==> src/hdl/pavm_pkg.sv <==
// shared types, register codes and arithmetic constants of the voice mixer
`timescale 1ns / 1ps
package pavm_pkg;

    // configuration register indexes
    localparam int CFG_IDX_W = 3;
    localparam logic [CFG_IDX_W-1:0] REG_ATTACK  = 3'd0;
    localparam logic [CFG_IDX_W-1:0] REG_DECAY   = 3'd1;
    localparam logic [CFG_IDX_W-1:0] REG_RELEASE = 3'd2;
    localparam logic [CFG_IDX_W-1:0] REG_PEAK    = 3'd3;
    localparam logic [CFG_IDX_W-1:0] REG_SUSTAIN = 3'd4;

    // register reset values
    localparam logic [31:0] ATTACK_RST  = 32'd6554;
    localparam logic [31:0] DECAY_RST   = 32'd655;
    localparam logic [31:0] RELEASE_RST = 32'd13107;
    localparam logic [15:0] PEAK_RST    = 16'd32768;
    localparam logic [15:0] SUSTAIN_RST = 16'd26214;

    // shared divider widths
    localparam int DIV_DW = 48;
    localparam int DIV_VW = 32;

    // fixed point constants
    localparam longint HALF_PI_Q30 = 64'sd1686629713;
    localparam longint ONE_Q30 = 64'sd1073741824;
    localparam logic [31:0] TWO_OVER_PI_Q30 = 32'd683565276;
    localparam logic signed [16:0] HALF_PI_Q14 = 17'sd25736;
    localparam logic [15:0] LEVEL_FLOOR = 16'd3;

    // output scaling by 1/327680: drop 16 bits, then multiply by the q26 reciprocal of 5
    localparam int SCALE_SHIFT = 26;
    localparam logic [23:0] SCALE_RECIP = 24'd13421773;

    // semitone pitches of the A440 octave, Q16.16 Hz
    localparam logic [31:0] SEMITONE_HZ [12] = '{
        32'd28835840, 32'd30550508, 32'd32367136, 32'd34291786,
        32'd36330882, 32'd38491228, 32'd40780036, 32'd43204943,
        32'd45774043, 32'd48495909, 32'd51379626, 32'd54434817
    };

    // one voice record
    typedef struct packed {
        logic        present;
        logic        active;
        logic [31:0] on_stamp;
        logic [31:0] off_stamp;
        logic [15:0] level;
    } voice_t;

    // pitch of a key, Q16.16 Hz
    function automatic logic [31:0] key_freq(input int k);
        int idx;
        int oct;
        logic [31:0] f;
        idx = k + 10;
        oct = idx / 12;
        f = SEMITONE_HZ[idx % 12];
        if (oct >= 2) begin
            return f << (oct - 2);
        end
        return f >> (2 - oct);
    endfunction

endpackage

==> src/hdl/pavm_divider.sv <==
// restoring unsigned divider, one quotient bit per cycle
`timescale 1ns / 1ps
module pavm_divider (
    input  logic                        aclk,
    input  logic                        aresetn,
    input  logic                        go,
    input  logic [pavm_pkg::DIV_DW-1:0] dividend,
    input  logic [pavm_pkg::DIV_VW-1:0] divisor,
    output logic                        done,
    output logic [pavm_pkg::DIV_DW-1:0] quotient
);
    import pavm_pkg::*;

    localparam int CW = $clog2(DIV_DW);

    logic              busy_reg;
    logic              done_reg;
    logic [CW-1:0]     cnt_reg;
    logic [DIV_VW-1:0] rem_reg;
    logic [DIV_VW-1:0] rem_next;
    logic [DIV_DW-1:0] quo_reg;
    logic [DIV_VW-1:0] dv_reg;
    logic [DIV_VW:0]   r_sh;
    logic              q_bit;

    // trial subtract of the shifted remainder
    always_comb begin
        r_sh = {rem_reg, quo_reg[DIV_DW-1]};
        q_bit = (r_sh >= {1'b0, dv_reg});
        rem_next = q_bit ? DIV_VW'(r_sh - {1'b0, dv_reg}) : r_sh[DIV_VW-1:0];
    end

    // control
    always_ff @(posedge aclk) begin
        if (!aresetn) begin
            busy_reg <= 1'b0;
            done_reg <= 1'b0;
            cnt_reg  <= '0;
        end else begin
            done_reg <= 1'b0;
            if (go) begin
                busy_reg <= 1'b1;
                cnt_reg  <= '0;
            end else if (busy_reg) begin
                cnt_reg <= cnt_reg + 1'b1;
                if (cnt_reg == CW'(DIV_DW - 1)) begin
                    busy_reg <= 1'b0;
                    done_reg <= 1'b1;
                end
            end
        end
    end

    // datapath
    always_ff @(posedge aclk) begin
        if (go) begin
            rem_reg <= '0;
            quo_reg <= dividend;
            dv_reg  <= divisor;
        end else if (busy_reg) begin
            rem_reg <= rem_next;
            quo_reg <= {quo_reg[DIV_DW-2:0], q_bit};
        end
    end

    assign done = done_reg;
    assign quotient = quo_reg;

    a_go_idle: assert property (@(posedge aclk) disable iff (!aresetn) go |-> !busy_reg)
        else $error("divider started while busy");
    a_go_nonzero: assert property (@(posedge aclk) disable iff (!aresetn)
        go |-> divisor != '0)
        else $error("divider started with zero divisor");
    a_done_end: assert property (@(posedge aclk) disable iff (!aresetn)
        done |-> !busy_reg && $past(busy_reg))
        else $error("divider done without a finished run");

endmodule

==> config.mk <==
export PLATFORM = sky130hd
export DESIGN_NAME = pavm_divider
export DESIGN_NICKNAME = d
export VERILOG_FILES = /design/src/hdl/pavm_pkg.sv /design/src/hdl/pavm_divider.sv
export SDC_FILE = /design/constraint.sdc
export NUM_CORES = 1
export LEC_CHECK = 0
export ABC_AREA = 1
export BUFFER_PORTS_ARGS = -buffer_cell sky130_fd_sc_hd__buf_2
export CORE_UTILIZATION = 55
export DETAILED_ROUTE_END_ITERATION = 12
export PLACE_DENSITY = 0.79
export SLEW_MARGIN = 20
export SYNTH_ARGS = -nofsm -noshare
export SYNTH_HDL_FRONTEND = slang
export SYNTH_SLANG_ARGS = --single-unit
export TNS_END_PERCENT = 20
==> constraint.sdc <==
create_clock -name aclk -period 5.2 [get_ports aclk]
set_input_delay 0.52 -clock aclk [delete_from_list [all_inputs] [get_ports aclk]]
set_output_delay 0.52 -clock aclk [all_outputs]
set_load 0.01 [all_outputs]
* Word-level counts from Yosys, hierarchy flattened *
Cells that the tools add are included.
W data, S select, Z words.

cells by class
  $add $sub $neg = 2
  order comparisons = 1
  eq/ne operators = 1
  mux-type cells = 7
  bitwise gates (word level) = 2
  reductions and logical operators = 3

operator list
  cell                   number
  $mux W48               2
  $ge A33 B32 Y1         1
  $mux W32               1
  $sub A32 B32 Y32       1
  $add A6 B1 Y6 const B  1
  $eq A6 B6 Y1 const B   1
  $mux W1                4
  $reduce_or A3 Y1       1
  $not A1 Y1             2
  $reduce_bool A2 Y1     1
  $reduce_or A2 Y1       1

storage, ports and cells
  flip-flop bits (word level) = 120
  bits of input ports = 83
  output and inout port bits = 49
  word-level logic and storage cells = 22

* Depth between registers and ports, before layout *
  word-level depth = 4
  gate-level depth with buffers = 17
  depth with buffers taken out = 16

* Worst setup path before layout *
Ideal clock, no wire load.

  path kind = input port to flip-flop
  start point = input port go
  end point = register quo_reg[0] (netlist: quotient[0]) (enable)
  setup time = 0.432 ns
  arrival = 2.406 ns
  data required time = 4.768 ns
  slack = 2.362 ns
  cell stages on the path = 4
  path buffers = 2
  cell sequence = clkbuf_1 nor2_1 inv_1 clkbuf_1

on the way
  longest elaborated chain between the ends = 1

RTL lines
  item                          RTL line            text
  start: declaration            pavm_divider.sv:6   input logic go,
  $reduce_bool A2 Y1 (no line)  n/a
  end signal: assignment        pavm_divider.sv:58  quo_reg <= dividend;
  end signal: assignment        pavm_divider.sv:62  quo_reg <= {quo_reg[DIV_DW-2:0], q_bit};
  end: declaration              pavm_divider.sv:21  logic [DIV_DW-1:0] quo_reg;

Every way passes these cells.
A chain may end at the register's enable or synchronous reset.

* Final worst setup path *
  start point = register dv_reg[30]
  end point = register rem_reg[12]

on the way
  longest elaborated chain between the ends = 2

RTL lines
  item                      RTL line            text
  start: declaration        pavm_divider.sv:22  logic [DIV_VW-1:0] dv_reg;
  start signal: assignment  pavm_divider.sv:59  dv_reg <= divisor;
  $ge A33 B32 Y1            pavm_divider.sv:29  q_bit = (r_sh >= {1'b0, dv_reg});
  $mux W32                  pavm_divider.sv:30  rem_next = q_bit ? DIV_VW'(r_sh - {1'b0, dv_reg}) : r_sh[DIV_VW-1:0];
  end signal: assignment    pavm_divider.sv:61  rem_reg <= rem_next;
  end: declaration          pavm_divider.sv:19  logic [DIV_VW-1:0] rem_reg;

Every way passes these cells.

==> impl_results.md <==
- Synthesized net count: 1185
- NumNets Final: between 1000 and 1500
- Worst R2R Path Depth: 13
- Drt pass-1 iters: 5
- CTS sink count: 120
- Initial DRC count: around 430
- WP data arrival: around 3.3 ns
- Post-route ant nets: 0
- Sequential fraction of design power: between 40% and 50%
- Largest net degree at the start of global routing: 60
- Seq/Total Area, Yosys: 42.4%
- Dominant synthesized flop cell: edfxtp_1
- Maximum vdd drop: between 0.2 and 0.3 mV
- Yosys cell types: 36
- Setup crit end kind: flip-flop
- Lkg Pwr: approximately 4.8 nW
- N_diodes: 0
- Yosys top cell area share: 31.8%
- RSZ-0062 raised after global routing: no
- Worst-margin pin slew: roughly 0.89 ns
- Critical-path cell list: inv_1, ha_1, nand2_1, inv_1, nand2_1, inv_1, a21oi_1, nand2_1, nor2_4, nand2_4, nand2_1, nand3_1, o21ai_1
- TritonCTS clock tree: done
- Vias per cell: between 5 and 6
- Share of layout cells above drive strength 1: between 10% and 20%
- Post-Syn Instances: 1068
- NetSw: just over 0.7 mW
- Fmax: between 300 and 400 MHz
- Hold Path Class: primary input to flip-flop
- Synth top cells by count: nand2_1 (464), inv_1 (187), edfxtp_1 (80)
- Postcts setup bufs: 0
- Clk slew on worst S/H paths: ~0.070 ns
- Number of remaining DRC errors: 0
- Final HPWL DP: 13500 µm
- Post-CTS Hold Buffers: 0
- GRT overflow: 0
- Per-cell routed wire length: 13.9 µm
- Num CTS Buffers: 17
- Flops & latches, synth: between 100 and 150
- Hold Vio Cnt, Final: 0
- Avg Cell Area, Syn: between 7 and 8 µm²
- Initial Util: between 50% and 60%
- Synth async-reset ratio: 0%
- Core Region: 13300 µm²
- Clk root buf: clkbuf_16
- Metal3 WL: between 1000 and 1500 µm
- Initial antenna violation count: 0
- Comb pwr share: 11.0%
- CP max stage cell: nor2_4
- I/O pins: between 100 and 150
- Die width: around 120 µm
- Number of global-route vias before repair: between 6000 and 7000
- Total Routing Usage GR: 28.9%
- Top layer reached by signal wires: met4
- Hold Path Stages: 1
- CP max FO: 34
- WL final: slightly below 20000 µm
- Switching Share: approximately a quarter
- Clk pwr share: about 47%
- Routability Congestion: a little under 1
- Status: complete, no violations
- CTS H-tree lvls: 4
- Critical Path Max Stage Delay: roughly 0.68 ns
- Pwr/cell area: about 300 nW/µm²
- Port bufs: 131
- Final period util: 56.1%
- Setup violations, final: 0
- FP Rows: 42
- Yosys top cell by area: edfxtp_1
- Max-slew headroom: around two fifths
- Number of enable flip-flop cells after synthesis: 80
- Placed Instances: 1354
- Max-slew violations: 0
- Die height: 119 µm
- Number of flip-flops in the largest register: 48
- Setup_tns: 0 ns
- Power Internal: 1.97 mW
- First-pass GRT wire length: approximately 32000 µm
- Top post-synthesis cells by area: edfxtp_1 (32%), nand2_1 (23%), dfxtp_1 (11%)
- Most common cell in the netlist: nand2_1
- Non-Filler Instances: 1386
- CP startpoint kind: flip-flop
- Most common cell on crit path: nand2_1
- Worst hold margin: ~0.27 ns
- Setup Skew: between 0.01 and 0.015 ns
- Vias: 7044
- WL met1: 8170 µm
- Mapped cell area: 7550 µm²
- PostCTS Resize Cnt: 0
- Warning count from the yosys run: 0
- Met2 wire length: around 9000 µm
- Die area: approximately 14000 µm²
- Fillers: approximately 1200
- Max Cap Viol: 0
- Required time of the critical path: between 5 and 6 ns
- Clock Tree Buf Depth: 2
- Setup CP Type: flip-flop to flip-flop
- Area Overhead vs Synth: 18.3%
- Clk_lat worst skew: between 0.4 and 0.5 ns
- Final Critical Period: 2.92 ns
[stage by stage]
| stage | util [%] | total power [mW] | worst slack [ns] | cell area [µm²] |
|---|---|---|---|---|
| 2_1_floorplan | - | 1.31 | 2.36 | 7550 |
| 3_3_place_gp | 62.6 | 1.43 | 2.46 | 8320 |
| 3_5_place_dp | 62.6 | 1.43 | 2.37 | 8320 |
| 4_1_cts | 67.2 | 2.68 | 2.31 | 8940 |
| 5_1_grt | 67.2 | 2.77 | 2.08 | 8940 |
| 6_report | 67.2 | 2.67 | 2.28 | 8940 |
[power groups by stage]
stage               sequential (mW)  combinational [mW]  clock (mW)
floorplan                      1.16               0.155           0
global placement               1.14               0.286           0
detailed placement             1.14               0.291           0
CTS                            1.12               0.295        1.27
global route                   1.13               0.331        1.31
finish                         1.12               0.294        1.26
[worst max-delay path, delay by kind of cell, from the launching register on]
kind	cells	cell delay [ns]
flip-flops	1	0.38
adder cells (fa/ha/maj)	1	0.28
AO/OA/AOI/OAI	2	0.24
buffers and inverters	3	0.19
AND/OR/NAND/NOR	7	1.74
[cells by family (layout without fill, tap and decap cells)]
logic type               count (synthesis)  in the layout  synth area share, %
XOR/XNOR                                14             14                 1.62
AND/OR/NAND/NOR                        640            640                 35.6
AO/OA/AOI/OAI                           46             46                 3.33
adder cells (fa/ha/maj)                 34             34                 5.73
buffers and inverters                  214            356                 11.3
flip-flops                             120            120                 42.4
[final timing paths]
path	slack, ns	endpoint	startpoint
setup reg to reg	2.28	rem_reg[12]$_SDFFE_PP0P_	dv_reg[30]$_DFFE_PP_
hold reg to reg	0.47	rem_reg[15]$_SDFFE_PP0P_	rem_reg[15]$_SDFFE_PP0P_
setup / recovery	2.28	rem_reg[12]$_SDFFE_PP0P_	dv_reg[30]$_DFFE_PP_
hold / removal	0.27	dv_reg[24]$_DFFE_PP_	divisor[24]
[cells in the final DEF (no fill, tap or decap), types with 17 or more instances in the layout]
cell       netlist  routed
a21oi_1         20      20
buf_2            5     131
clkbuf_16        0      17
dfxtp_1         40      40
edfxtp_1        80      80
ha_1            33      33
inv_1          187     186
nand2_1        464     464
nand3_1         77      77
nor2_1          46      45
[layer usage]
metal	vias to the layer above	global-route usage (%)
li1	3570	-
met1	3169	35.8
met2	269	48.4
met3	36	7.04
met4	0	11.4
met5	-	0
[cell type report]
| cell class | count | area, µm² | area share, % |
|---|---|---|---|
| clock buffer | 17 | 425 | 4.76 |
| clock inverter | 15 | 191 | 2.14 |
| inverter | 188 | 706 | 7.90 |
| multi-input combinational | 734 | 3500 | 39.1 |
| sequential | 120 | 3200 | 35.8 |
| tap | 176 | 220 | 2.46 |
| timing repair buffer | 136 | 693 | 7.76 |
No activity file was read; power rests on OpenSTA's default activity.
